==> src/design/wfm_pkg.sv <==
// Types, constants and the case-fold function of the wildcard file-name matcher.
// No dependencies.
package wfm_pkg;

   localparam int MAX_MASK_LEN = 32;
   localparam int LEN_W        = $clog2(MAX_MASK_LEN + 1);
   localparam int IDX_W        = $clog2(MAX_MASK_LEN);

   typedef logic [1:0]  op_type;
   typedef logic [15:0] char_type;
   typedef logic [LEN_W-1:0] len_type;
   typedef logic [MAX_MASK_LEN-1:0][15:0] mask_vec_type;

   // NFA position state: active positions and star-skip flags
   typedef struct packed {
      logic [MAX_MASK_LEN:0]   active;
      logic [MAX_MASK_LEN-1:0] skip;
   } nfa_state_type;

   // Operation codes
   localparam op_type OP_CLEAR  = 2'd0;
   localparam op_type OP_APPEND = 2'd1;
   localparam op_type OP_NAME   = 2'd2;
   localparam op_type OP_END    = 2'd3;

   // Special characters
   localparam char_type CH_STAR  = 16'h002A;
   localparam char_type CH_QUEST = 16'h003F;
   localparam char_type CH_HASH  = 16'h0023;
   localparam char_type CH_DOT   = 16'h002E;
   localparam char_type CH_ZERO  = 16'h0030;
   localparam char_type CH_NINE  = 16'h0039;
   localparam char_type CH_UP_A  = 16'h0041;
   localparam char_type CH_UP_Z  = 16'h005A;
   localparam char_type CASE_OFS = 16'h0020;

   localparam nfa_state_type NFA_START = '{active: (MAX_MASK_LEN + 1)'(1), skip: '0};

   // ASCII A-Z to a-z, everything else unchanged
   function automatic char_type fold(input char_type c);
      return (c >= CH_UP_A && c <= CH_UP_Z) ? c + CASE_OFS : c;
   endfunction

endpackage

==> src/design/wildcard_filename_matcher.sv <==
// Wildcard file-name matcher: input register, combinational NFA update, result register.
// Depends on wfm_pkg and wfm_nfa.
// An end-of-name beat passes the input register and then the result register, which drives rsp_valid.
// Throughput: one beat per cycle; an end beat waits only while a stalled result holds.
// Reset (synchronous): mask length, overflow flag and extended mode cleared,
// only position 0 active; the mask store is not cleared.
module wildcard_filename_matcher (
   input  logic              clock,
   input  logic              reset,
   input  logic              req_valid,
   output logic              req_stall,
   input  wfm_pkg::op_type   req_op,
   input  wfm_pkg::char_type req_char_code,
   input  logic              req_has_extension,
   output logic              rsp_valid,
   input  logic              rsp_stall,
   output logic              rsp_matched,
   output logic              rsp_mask_overflow,
   input  logic              csr_valid,
   output logic              csr_ready,
   input  logic              csr_data
);
   import wfm_pkg::*;

   // input stage
   logic          in_vld_ff;
   op_type        in_op_ff;
   char_type      in_char_ff;
   logic          in_ext_ff;

   // block state
   mask_vec_type  store_ff;
   len_type       len_ff, len_in;
   logic          ovf_ff, ovf_in;
   nfa_state_type nfa_ff, nfa_in;
   logic          ext_mode_ff;

   // result stage
   logic          rsp_vld_ff, rsp_vld_in;
   logic          rsp_match_ff;
   logic          rsp_ovf_ff;

   nfa_state_type nfa_next;
   logic          hit;
   logic          rsp_free;
   logic          fire;
   logic          store_we;
   logic          is_end;

   wfm_nfa u_nfa (
      .mask_i     (store_ff),
      .len_i      (len_ff),
      .state_i    (nfa_ff),
      .char_i     (in_char_ff),
      .ext_mode_i (ext_mode_ff),
      .has_ext_i  (in_ext_ff),
      .state_o    (nfa_next),
      .hit_o      (hit)
   );

   // handshake
   assign is_end    = in_op_ff == OP_END;
   assign rsp_free  = ~rsp_vld_ff | ~rsp_stall;
   assign fire      = in_vld_ff & (~is_end | rsp_free);
   assign req_stall = in_vld_ff & ~fire;
   assign csr_ready = 1'b1;

   // input register
   always_ff @(posedge clock) begin
      if (reset) begin
         in_vld_ff <= 1'b0;
      end else if (~req_stall) begin
         in_vld_ff <= req_valid;
      end
      if (~req_stall && req_valid) begin
         in_op_ff   <= req_op;
         in_char_ff <= req_char_code;
         in_ext_ff  <= req_has_extension;
      end
   end

   // next state per op
   always_comb begin
      len_in     = len_ff;
      ovf_in     = ovf_ff;
      nfa_in     = nfa_ff;
      store_we   = 1'b0;
      rsp_vld_in = rsp_vld_ff & rsp_stall;
      if (fire) begin
         case (in_op_ff)
            OP_CLEAR: begin
               len_in = '0;
               ovf_in = 1'b0;
               nfa_in = NFA_START;
            end
            OP_APPEND: begin
               if (len_ff < LEN_W'(MAX_MASK_LEN)) begin
                  store_we = 1'b1;
                  len_in   = len_ff + LEN_W'(1);
               end else begin
                  ovf_in = 1'b1;
               end
               nfa_in = NFA_START;
            end
            OP_NAME: begin
               nfa_in = nfa_next;
            end
            OP_END: begin
               rsp_vld_in = 1'b1;
               nfa_in     = NFA_START;
            end
            default: begin
               nfa_in = NFA_START;
            end
         endcase
      end
   end

   // state and result registers
   always_ff @(posedge clock) begin
      if (reset) begin
         len_ff      <= '0;
         ovf_ff      <= 1'b0;
         nfa_ff      <= NFA_START;
         ext_mode_ff <= 1'b0;
         rsp_vld_ff  <= 1'b0;
      end else begin
         len_ff     <= len_in;
         ovf_ff     <= ovf_in;
         nfa_ff     <= nfa_in;
         rsp_vld_ff <= rsp_vld_in;
         if (csr_valid && csr_ready) begin
            ext_mode_ff <= csr_data;
         end
      end
      if (fire && is_end) begin
         rsp_match_ff <= hit;
         rsp_ovf_ff   <= ovf_ff;
      end
   end

   // mask store, folded at write time
   always_ff @(posedge clock) begin
      if (store_we) begin
         store_ff[len_ff[IDX_W-1:0]] <= fold(in_char_ff);
      end
   end

   assign rsp_valid         = rsp_vld_ff;
   assign rsp_matched       = rsp_match_ff;
   assign rsp_mask_overflow = rsp_ovf_ff;

endmodule

==> src/design/wfm_nfa.sv <==
// One NFA step of the wildcard matcher: next position state and end-of-name hit.
// Depends on wfm_pkg.
module wfm_nfa (
   input  wfm_pkg::mask_vec_type  mask_i,
   input  wfm_pkg::len_type       len_i,
   input  wfm_pkg::nfa_state_type state_i,
   input  wfm_pkg::char_type      char_i,
   input  logic                   ext_mode_i,
   input  logic                   has_ext_i,
   output wfm_pkg::nfa_state_type state_o,
   output logic                   hit_o
);
   import wfm_pkg::*;

   localparam int N = MAX_MASK_LEN;

   char_type       cf;
   logic           is_digit;
   logic [N-1:0]   in_mask;   // position below mask length
   logic [N+2:0]   at_len;    // position equals mask length
   logic [N-1:0]   acc;
   logic [N+1:0]   star;
   logic [N:0]     dot;
   logic [N-1:0]   prop;      // star that does not accept: passes the char on
   logic [N-1:0]   src;
   logic [N-1:0]   gen;
   logic [N-1:0]   sum;
   logic [N-1:0]   carry;
   logic [N-1:0]   tried;
   logic [N+1:0]   ed;
   logic [N:0]     start;
   logic [N:0]     end_ok;

   // per-position classification of the stored mask against this char
   always_comb begin
      cf       = fold(char_i);
      is_digit = (char_i >= CH_ZERO) && (char_i <= CH_NINE);
      star     = '0;
      dot      = '0;
      for (int q = 0; q < N; q++) begin
         in_mask[q] = int'(len_i) > q;
         acc[q]  = in_mask[q] & ((mask_i[q] == cf) || (mask_i[q] == CH_QUEST) ||
                   (ext_mode_i && (mask_i[q] == CH_HASH) && is_digit));
         star[q] = in_mask[q] & (mask_i[q] == CH_STAR);
         dot[q]  = in_mask[q] & (mask_i[q] == CH_DOT);
         prop[q] = star[q] & ~acc[q];
      end
      for (int q = 0; q <= N + 2; q++) begin
         at_len[q] = int'(len_i) == q;
      end
   end

   // star runs forward a char like a carry chain: one add resolves it
   always_comb begin
      src[0] = state_i.active[0];
      for (int q = 1; q < N; q++) begin
         src[q] = state_i.active[q] | state_i.skip[q-1];
      end
      gen   = src & prop;
      sum   = prop + gen;
      carry = sum ^ prop ^ gen;
      tried = (src | carry) & in_mask;
   end

   // next state
   always_comb begin
      state_o.active = {tried & acc, 1'b0};
      state_o.skip   = (state_i.skip & in_mask) | (tried & prop);
   end

   // end of name: rest of mask empty after one optional star,
   // or "." / ".*" when the name has no extension
   always_comb begin
      for (int q = 0; q <= N + 1; q++) begin
         ed[q] = at_len[q];
         if (q <= N) begin
            ed[q] = ed[q] | (~has_ext_i & dot[q] &
                             (at_len[q+1] | (at_len[q+2] & star[q+1])));
         end
      end
      start[0] = state_i.active[0];
      for (int p = 1; p <= N; p++) begin
         start[p] = state_i.active[p] | state_i.skip[p-1];
      end
      for (int p = 0; p <= N; p++) begin
         end_ok[p] = star[p] ? ed[p+1] : ed[p];
      end
      hit_o = |(start & end_ok);
   end

endmodule

==> config.mk <==
export PLATFORM = sky130hd
export DESIGN_NAME = wildcard_filename_matcher
export DESIGN_NICKNAME = d
export VERILOG_FILES = /design/src/design/wfm_pkg.sv /design/src/design/wildcard_filename_matcher.sv /design/src/design/wfm_nfa.sv
export SDC_FILE = /design/constraint.sdc
export NUM_CORES = 1
export LEC_CHECK = 0
export ABC_AREA = 1
export BUFFER_PORTS_ARGS = -buffer_cell sky130_fd_sc_hd__buf_2
export CAP_MARGIN = 20
export CORE_ASPECT_RATIO = 0.75
export CORE_MARGIN = 2
export CORE_UTILIZATION = 42
export DETAILED_ROUTE_END_ITERATION = 6
export GPL_TIMING_DRIVEN = 0
export SLEW_MARGIN = 40
export SYNTH_ARGS = -nofsm -noshare
export SYNTH_HDL_FRONTEND = slang
export SYNTH_SLANG_ARGS = --single-unit
==> constraint.sdc <==
create_clock -name clock -period 6.91 [get_ports clock]
set_clock_uncertainty 0.05 [all_clocks]
set_input_delay 1.382 -clock clock [delete_from_list [all_inputs] [get_ports clock]]
set_output_delay 1.382 -clock clock [all_outputs]
set_load 0.005 [all_outputs]
Yosys cells after proc, flatten, opt, wreduce, memory -nomap -nowiden. Cells that the tools add are included.

Bits in registers: 608. Input port bits: 25. Word-level logic and storage cells: 840. Output and inout bits: 5.

Bitwise gates (word level): 371. $add $sub $neg: 3. Muxes and demuxes: 46. Reductions and logical operators: 140. Equal/unequal tests: 197. Magnitude comparators: 39.

Operators by type and width (number): equality test 16 x 6 -> 1 bit, second input constant (128); bitwise mux 512 bit (1); equality test 16 bit (32); bitwise AND 1 bit (226); bitwise AND 32 bit (5); case mux 65 bit (2 select lines) (1); equality test 6 bit, second input constant (17); OR 1 bit (97); > comparator 6 x 5 -> 1 bit, second input constant (16); demux 16 bit (select 5 bit) (1); logical AND 1 bit (69); logical OR 1 bit (64); OR 32 bit (2); XOR 32 bit (2); equality test 6 x 5 -> 1 bit, second input constant (8); > comparator 6 x 4 -> 1 bit, second input constant (8); 2-to-1 mux 1 bit (38); inverter 1 bit (38); bitwise AND 33 bit (1); OR reduction 33 bit (1); adder 32 bit (1); 2-to-1 mux 16 bit (2); equality test 6 x 4 -> 1 bit, second input constant (4); > comparator 6 x 3 -> 1 bit, second input constant (4); 24 further kinds (30).

Longest topological paths before layout. Gate-level depths: netlist of the first run.

Depth after elaboration: 18. Gate-level depth with buffers: 32. Depth with buffers taken out: 30.

Hierarchy. A second synthesis of the first run with hierarchy kept.

Cells, all modules: 4328. Area, all modules: 36237.3 um^2.

Modules (own cells, without submodules): wildcard_filename_matcher (area an instance 19319.8 um^2, instances 1, seq. area each 17506.8 um^2, cells each 994); wfm_nfa (area an instance 16917.5 um^2, instances 1, seq. area each 0.0 um^2, cells each 3334).

Worst setup path before layout of the first run. Ideal clock, no wire load.

Path kind: flip-flop to flip-flop. From: register in_char_ff[4]. To: register nfa_ff[28] (netlist name). Data required time: 6.792 ns. Arrival: 3.356 ns. Clock period less this slack: 3.474 ns. Stages on the path, launching flop included: 33. Library setup time: 0.068 ns. Buffers on the path: 3. Path slack: 3.436 ns. Cells stage by stage: edfxtp_1 -> buf_4 -> inv_2 -> nor2_2 -> nand3_1 -> nor2_1 -> nand2_2 -> nand2_4 -> nand3_4 -> nand2_4 -> buf_6 -> buf_12 -> nand2_1 -> nand2_1 -> nor2_1 -> nand4_1 -> nand2_1 -> nor2_1 -> ha_1 -> inv_1 -> nand2_1 -> nand3_1 -> nand2_1 -> nand2_1 -> nand2_1 -> nand2_2 -> nand2_1 -> nand3_1 -> nand2_1 -> nand2_1 -> nand2_1 -> nand2_1 -> a21oi_2.

Cells in the longest elaborated chain, start to end: 18. Elaborated cells between the ends (all ways): 220. Classes of those cells: 2 x add/sub; 4 x order compare; 29 x eq/ne; 2 x mux; 94 x bitwise; 89 x reduce/logical.

Ends and longest elaborated chain: start: declaration (line wildcard_filename_matcher.sv:28) `char_type in_char_ff;`; start signal: assignment (line wildcard_filename_matcher.sv:77) `in_char_ff <= req_char_code;`; >= comparator 16 x 7 -> 1 bit or <= comparator 16 x 7 -> 1 bit (tied branches) (line wfm_pkg.sv:41) `return (c >= CH_UP_A && c <= CH_UP_Z) ? c + CASE_OFS : c;`; logical AND 1 bit (line wfm_pkg.sv:41); 2-to-1 mux 16 bit (line wfm_pkg.sv:41); equality test 16 bit (line wfm_nfa.sv:42) `acc[q] = in_mask[q] & ((mask_i[q] == cf) || (mask_i[q] == CH_QUEST) ||`; logical OR 1 bit (2 in series) (line wfm_nfa.sv:42); bitwise AND 1 bit (line wfm_nfa.sv:42); inverter 1 bit (line wfm_nfa.sv:46) `prop[q] = star[q] & ~acc[q];`; bitwise AND 1 bit (line wfm_nfa.sv:46); bitwise AND 32 bit (line wfm_nfa.sv:59) `gen = src & prop;`; adder 32 bit (line wfm_nfa.sv:60) `sum = prop + gen;`; XOR 32 bit (2 in series) (line wfm_nfa.sv:61) `carry = sum ^ prop ^ gen;`; OR 32 bit (line wfm_nfa.sv:62) `tried = (src | carry) & in_mask;`; bitwise AND 32 bit (line wfm_nfa.sv:62); bitwise AND 32 bit (*) (line wfm_nfa.sv:68) `state_o.skip = (state_i.skip & in_mask) | (tried & prop);`; OR 32 bit (*) (line wfm_nfa.sv:68); case mux 65 bit (2 select lines) (*) (line wildcard_filename_matcher.sv:90) `case (in_op_ff)`; end signal: assignment (line wildcard_filename_matcher.sv:130) `nfa_ff <= nfa_in;`; end: declaration (line wildcard_filename_matcher.sv:35) `nfa_state_type nfa_ff, nfa_in;`.

Every way passes the cells marked *; elsewhere a longest branch is shown, timed or not. A chain may end at the register's enable or synchronous reset.

Final worst setup path of the first run.
From: register len_ff[1]. To: register rsp_match_ff (netlist: rsp_matched) (data pin).

Cells in the longest elaborated chain, start to end: 9. Elaborated cells between the ends (all ways): 321. Classes of those cells: 32 x order compare; 32 x eq/ne; 32 x mux; 223 x bitwise; 2 x reduce/logical.

Ends and longest elaborated chain: start: declaration (line wildcard_filename_matcher.sv:33) `len_type len_ff, len_in;`; start signal: assignment (line wildcard_filename_matcher.sv:128) `len_ff <= len_in;`; > comparator 6 x 1 -> 1 bit (tied with other cells) (line wfm_nfa.sv:41) `in_mask[q] = int'(len_i) > q;`; bitwise AND 1 bit (line wfm_nfa.sv:44) `star[q] = in_mask[q] & (mask_i[q] == CH_STAR);`; bitwise AND 1 bit (line wfm_nfa.sv:78) `(at_len[q+1] | (at_len[q+2] & star[q+1])));`; OR 1 bit (line wfm_nfa.sv:78); bitwise AND 1 bit (line wfm_nfa.sv:77) `ed[q] = ed[q] | (~has_ext_i & dot[q] &`; OR 1 bit (line wfm_nfa.sv:77); 2-to-1 mux 1 bit (line wfm_nfa.sv:86) `end_ok[p] = star[p] ? ed[p+1] : ed[p];`; bitwise AND 33 bit (*) (line wfm_nfa.sv:88) `hit_o = |(start & end_ok);`; OR reduction 33 bit (*) (line wfm_nfa.sv:88); via hit (line wildcard_filename_matcher.sv:44) `logic hit;`; end signal: assignment (line wildcard_filename_matcher.sv:137) `rsp_match_ff <= hit;`; end: declaration (line wildcard_filename_matcher.sv:40) `logic rsp_match_ff;`.

The timed path passes the listed nets; every way through them passes the cells marked *.

==> qor.yml, run 1 <==
global_route:
  grt_max_degree: 42
  grt_antenna_before_repair: 3
  grt-ovfl-total: 0
  grt_first_pass_wirelength_um: 190000
  grt_pass1_vias: 28500
  grtUsageTotal: 0.305
critical_path:
  worstSetupStartpointType: "register"
  path_buf_inv: 5
  r2r_slack_ps: 1250
  critPathMaxFanout: 9
  crit_required_ps: 7160
  crit_family: "simple AND/OR/NAND/NOR gates"
  endpoint_kind: "register"
  worstPathArrival_ps: 5910
  path_cells: "clkbuf_1 > inv_1 > ha_1 > inv_1 > nor2_1 > inv_1 > nor2_1 > nor2_1 > inv_1 > nor3_1 > nand2_1 > nand3_1 > nand3_1 > a311oi_1 > nand3_1 > nor2_1 > nand4_1"
  timing.critical_path.slowest_cell_delay_ps: 650
  cp_slowest_cell: "a311oi_1"
  critical_path_class: "reg -> reg"
yosys:
  avgSynthCellArea_um2: 8.53
  synth_top_family_by_area: "simple AND/OR/NAND/NOR gates"
  synth_edf_count: 533
  syn_inst: 4142
  synth_fa_ha_area_frac: 0.00248
  synth_mux_area_frac: 0
  syn_nets: 4174
  ys_warn_count: 0
  synth_top_area_cell: "edfxtp_1"
  ys_seq_elements: 608
  synth_cell_types: 71
  ys_seq_area_frac: 0.495
  yosys.area_share.simple: 0.298
  ys_async_sr_fraction: 0
  synth_area_um2: 35300
  synth_compound_area_frac: 0.0590
  synth_area_leaders: "edfxtp_1 (45%), nand2_1 (8.9%), nor2_1 (5.8%), inv_1 (5.2%), xor2_1 (4.8%)"
  yosys.area.top_type_share: 0.453
  synth_xor_area_frac: 0.0728
  synthFlopType: "edfxtp_1"
layout:
  nNetsFinal: 4287
  drive_gt1_frac: 0.101
  fin_util: 0.473
  area_growth_pct: 12.1
drt:
  drt-total-wl_um: 134000
  final_antenna_net_count: 0
  drtPass1Iterations: 7
  avgViaCountPerCell: 5.77
  wire_per_inst_um: 24.7
  num_vias: 31300
  drcViolationCount: 18
  drtIter0Drc: 4130
clock_network:
  cts-root-buf: "clkbuf_16"
  ctsHtreeMaxLevel: 3
  cts_buffer_depth: 3
  clk_latency_ps: 620
  ctsResizeCount: 0
  clk_pin_slew_ps: 60
  postCtsSetupBuffers: 0
  cts.sinks: 608
  cts_buffers: 66
  cts_tree: "built"
  hold_buffers: 0
power:
  power.density_nw_per_um2: 203
  peakVddDrop_v: 0.000192
  finalPower_mw: 8.04
  p_leak_nw: 15.0
sta:
  finalHoldViolCount: 0
  maxSlewHeadroom: 0.384
  setup-tns-final_ps: 0
  tightestPinTransition_ps: 924
  fin_ws_ps: 1250
  finalSetupViolCount: 0
  finalCriticalPeriod_ps: 5660
  slew_viol_final: 0
  rsz0062_at_grt: "no"
  period_share: 0.819
  fmax_ghz: 0.177
placed_design:
  io_buffers: 27
  gp_congestion: 1.06
  dp_slack_ps: 1610
  dpl.hpwl_um: 103000
floorplan:
  fp.dieW_um: 339
  num_rows: 92
  die_h_um: 255
  ioPinCount: 30
  dieArea_um2: 86500
  core_area_um2: 83700
  start_util: 0.422
outcome:
  status: "finished with violations"
  failed_checks: "design-rule violations"
min_path:
  holdCritPathClass: "reg -> reg"
run:
  timing.max_cap.violations: 0
## placed cells by master (no fill, tap or decap), types with 75 or more instances in the layout
cell,count
nand3_1,230
xnor2_1,96
nor2_1,514
nand2_1,838
a21oi_1,120
o21ai_0,82
nand4_1,176
dfxtp_1,75
edfxtp_1,533
nor4_1,147
xor2_1,192
inv_1,485
nor3_1,124
## registers in the layout (all words and copies together) (netlist names)
signal             flops
ext_mode_ff            1
in_op_ff               2
in_char_ff            16
in_vld_ff              1
store_ff             512
len_ff                 6
rsp_valid              1
rsp_mask_overflow      1
nfa_ff                65
rsp_matched            1
ovf_ff                 1
in_ext_ff              1
## kinds of logic (layout without fill, tap and decap cells)
kind of cell | after synthesis | in the layout
other cells | 1 | 3
compound gates | 339 | 339
fa+ha+maj | 7 | 7
flops | 608 | 608
buf+inv | 633 | 793
simple gates | 2263 | 2263
xor+xnor | 291 | 291
## power breakdown
part | switching [mW] | internal, mW | total (mW)
Combinational | 0.381 | 0.132 | 0.513
Clock | 1.49 | 2.03 | 3.52
Sequential | 0.0142 | 4.00 | 4.01
## area by class of cell
type | instances | area [um^2]
Antenna cell | 2 | 5.00
Buffer | 122 | 696
Clock buffer | 92 | 1860
Clock inverter | 23 | 229
Fill cell | 8034 | 44100
Inverter | 511 | 1920
Multi-Input combinational cell | 2901 | 15600
Sequential cell | 608 | 17500
Tap cell | 1128 | 1410
Timing Repair Buffer | 45 | 362
## per-layer routing
| layer | wire, um | global-route usage |
|---|---|---|
| met4 | 5110 | 0.108 |
| met5 | 12 | 0 |
| met2 | 55300 | 0.453 |
| met3 | 14300 | 0.0663 |
| met1 | 59300 | 0.438 |
## final timing paths
check / startpoint / end / cells past startpoint
setup / recovery: len_ff[1]$_SDFFE_PP0P_ / rsp_matched$_DFFE_PP_ / 17
hold / removal: ovf_ff$_SDFFE_PP0P_ / rsp_mask_overflow$_DFFE_PP_ / 0
setup reg to reg: len_ff[1]$_SDFFE_PP0P_ / rsp_matched$_DFFE_PP_ / 17
hold reg to reg: ovf_ff$_SDFFE_PP0P_ / rsp_mask_overflow$_DFFE_PP_ / 0
## Yosys cell counts (all sizes together) (2+ instances only)
cell type and n:
a2111oi 14, a211oi 14, a21boi 3, a21oi 123, a22o 2, a22oi 2, a311oi 3, a31oi 13
a41oi 15, and2 2, and3 5, buf 56, clkbuf 66, clkinv 4, dfxtp 75, edfxtp 533
ha 7, inv 507, nand2 865, nand3 243, nand3b 24, nand4 186, nor2 571, nor3 136
nor3b 14, nor4 152, nor4b 4, o2111ai 9, o211a 2, o211ai 2, o21a 4, o21ai 90
o21bai 7, o221ai 2, o22ai 12, o32ai 4, o41ai 15, or2 55, or4 4, xnor2 96
xor2 195
## stage by stage
| step | std cells | hold slack, ps | area (um^2) |
|---|---|---|---|
| 3_5_place_dp | 5313 | 380 | 37400 |
| 2_1_floorplan | 4142 | 358 | 35300 |
| 6_report | 5432 | 395 | 39600 |
| 3_3_place_gp | 5297 | 375 | 36900 |
| 4_1_cts | 5428 | 388 | 39500 |
| 5_1_grt | 5430 | 420 | 39600 |
(Power assumes the default switching activity.)
==> inputs of run 2 (changes only) <==
==> constraint.sdc (replaced) <==
create_clock -name clock -period 5.6 [get_ports clock]
set_clock_uncertainty 0.05 [all_clocks]
set_input_delay 1.12 -clock clock [delete_from_list [all_inputs] [get_ports clock]]
set_output_delay 1.12 -clock clock [all_outputs]
set_load 0.005 [all_outputs]
==> run 2 against run 1 <==
  * The flow now finishes without violations
  * Register-to-register slack worse by 1200 ps
  * Fmax is 1.2% higher
  * Largest cell class unchanged
  * Sequential power grew 23%
  * Cell count barely moved
  * Clock-buffer cell count is the same
  * Global-route usage stayed put
==> qor.yml, run 2 (synthesis gave the netlist of run 1 again) <==
power:
  p_leak_nw: 15.0
  power.density_nw_per_um2: 251
  peakVddDrop_v: 0.000237
  finalPower_mw: 9.92
critical_path:
  worstSetupStartpointType: "register"
  path_cells: "clkbuf_1 > inv_1 > ha_1 > inv_1 > nor2_1 > nor2_1 > inv_1 > nor2_1 > inv_1 > nor2_1 > nand2_1 > nand2_1 > nor2_1 > a2111oi_1 > nand2_1 > nor3_1 > nand4_1"
  cp_slowest_cell: "clkbuf_1"
  endpoint_kind: "register"
  critPathMaxFanout: 9
  crit_path_frequent_cell: "nor2_1"
  crit_required_ps: 5860
  critical_path_class: "reg -> reg"
  worstPathArrival_ps: 5850
  timing.critical_path.slowest_cell_delay_ps: 630
layout:
  fill_cells: 8035
  multi_input_area_um2: 15600
  drive_gt1_frac: 0.101
  final_common_cell: "nand2_1"
  largest_reg_flops: 512
  area_growth_pct: 12.1
  layout_common_cells: "nand2_1 (838), edfxtp_1 (533), nor2_1 (513)"
  final_area_um2: 39600
  nNetsFinal: 4287
  register_area_um2: 17500
  instances_no_fill: 5431
clock_network:
  ctsHtreeMaxLevel: 3
  cts_tree: "built"
  clk_pin_slew_ps: 60
  cts_buffer_depth: 3
  clk_latency_ps: 620
  cts-root-buf: "clkbuf_16"
  hold_buffers: 0
  cts_buffers: 66
  ctsResizeCount: 0
  postCtsSetupBuffers: 0
  cts.sinks: 608
floorplan:
  dieArea_um2: 86500
  core_area_um2: 83700
  die_h_um: 255
  ioPinCount: 30
  fp.dieW_um: 339
  num_rows: 92
  start_util: 0.422
sta:
  finalSetupViolCount: 0
  period_share: 0.999
  slew_viol_final: 0
  maxSlewHeadroom: 0.384
  finalHoldViolCount: 0
  rsz0062_at_grt: "no"
  fmax_ghz: 0.179
  fin_hold_ws_ps: 396
  tightestPinTransition_ps: 924
  finalCriticalPeriod_ps: 5600
min_path:
  holdCritPathClass: "reg -> reg"
placed_design:
  dp.cells: 5313
  io_buffers: 27
  dpl.hpwl_um: 103000
  gp_congestion: 1.06
  dpl_cell_area_um2: 37400
drt:
  final_antenna_net_count: 0
  drcViolationCount: 0
  drt-total-wl_um: 134000
  wire_per_inst_um: 24.7
  drtIter0Drc: 4114
  num_vias: 31300
  avgViaCountPerCell: 5.76
  drtPass1Iterations: 6
global_route:
  grt_pass1_vias: 28500
  grtUsageTotal: 0.305
  grt_first_pass_wirelength_um: 190000
  grt_antenna_before_repair: 3
  grt_max_degree: 42
  grt-ovfl-total: 0
outcome:
  status: "finished clean"
run:
  timing.max_cap.violations: 0
==> run 2: cell count changes in the layout (fill, tap and decap cells not counted), sizes merged <==
cell	change
diode	-1
==> run 2: per-layer routing <==
metal | global-route usage | part of all wire | vias to the layer above
li1 | - | - | 14400
met1 | 0.438 | 0.44 | 15000
met2 | 0.453 | 0.41 | 1596
met3 | 0.0663 | 0.11 | 244
met4 | 0.108 | 0.038 | 4
met5 | 0 | 0.00017 | -
==> run 2: path summary, 6_finish.rpt <==
| kind | slack (ps) | to | cells past startpoint | startpoint |
|---|---|---|---|---|
| worst min-delay path | 400 | rsp_mask_overflow$_DFFE_PP_ | 0 | ovf_ff$_SDFFE_PP0P_ |
| worst max register to register | 4 | rsp_matched$_DFFE_PP_ | 17 | len_ff[1]$_SDFFE_PP0P_ |
| worst max-delay path | 4 | rsp_matched$_DFFE_PP_ | 17 | len_ff[1]$_SDFFE_PP0P_ |
| worst min register to register | 400 | rsp_mask_overflow$_DFFE_PP_ | 0 | ovf_ff$_SDFFE_PP0P_ |
==> run 2: per-stage QoR <==
step / TNS (ps) / util / worst slack [ps]
finish: 0 / 0.473 / 4.12
global route: 0 / 0.473 / 45.9
CTS: 0 / 0.472 / 273
detailed placement: 0 / 0.447 / 301
global placement: -11420 / 0.441 / -1230
floorplan: 0 / - / 2130
==> run 2: worst max-delay path: cells and delay by family, from the launching register on <==
family,cells,cell delay [ps]
and+or+nand+nor,10,2460
buffers and inverters,5,1430
AOI/OAI and AO/OA,1,620
adders and majority gates,1,360
DFF,1,350
==> run 2: final cells by class <==
| class | count | area share |
|---|---|---|
| repair buffers | 45 | 0.00913 |
| plain buffers | 122 | 0.0176 |
| multi-input cells | 2901 | 0.394 |
| clock inverters | 23 | 0.00578 |
| diodes | 1 | 0.0000632 |
| clock buffers | 92 | 0.0469 |
| well taps | 1128 | 0.0356 |
| flip-flops and latches | 608 | 0.442 |
| inverters | 511 | 0.0486 |
==> run 2: report_power, final <==
| part | total [mW] | internal (mW) | switching (mW) |
|---|---|---|---|
| clock | 4.34 | 2.50 | 1.84 |
| combinational | 0.633 | 0.163 | 0.470 |
| sequential | 4.95 | 4.94 | 0.0175 |
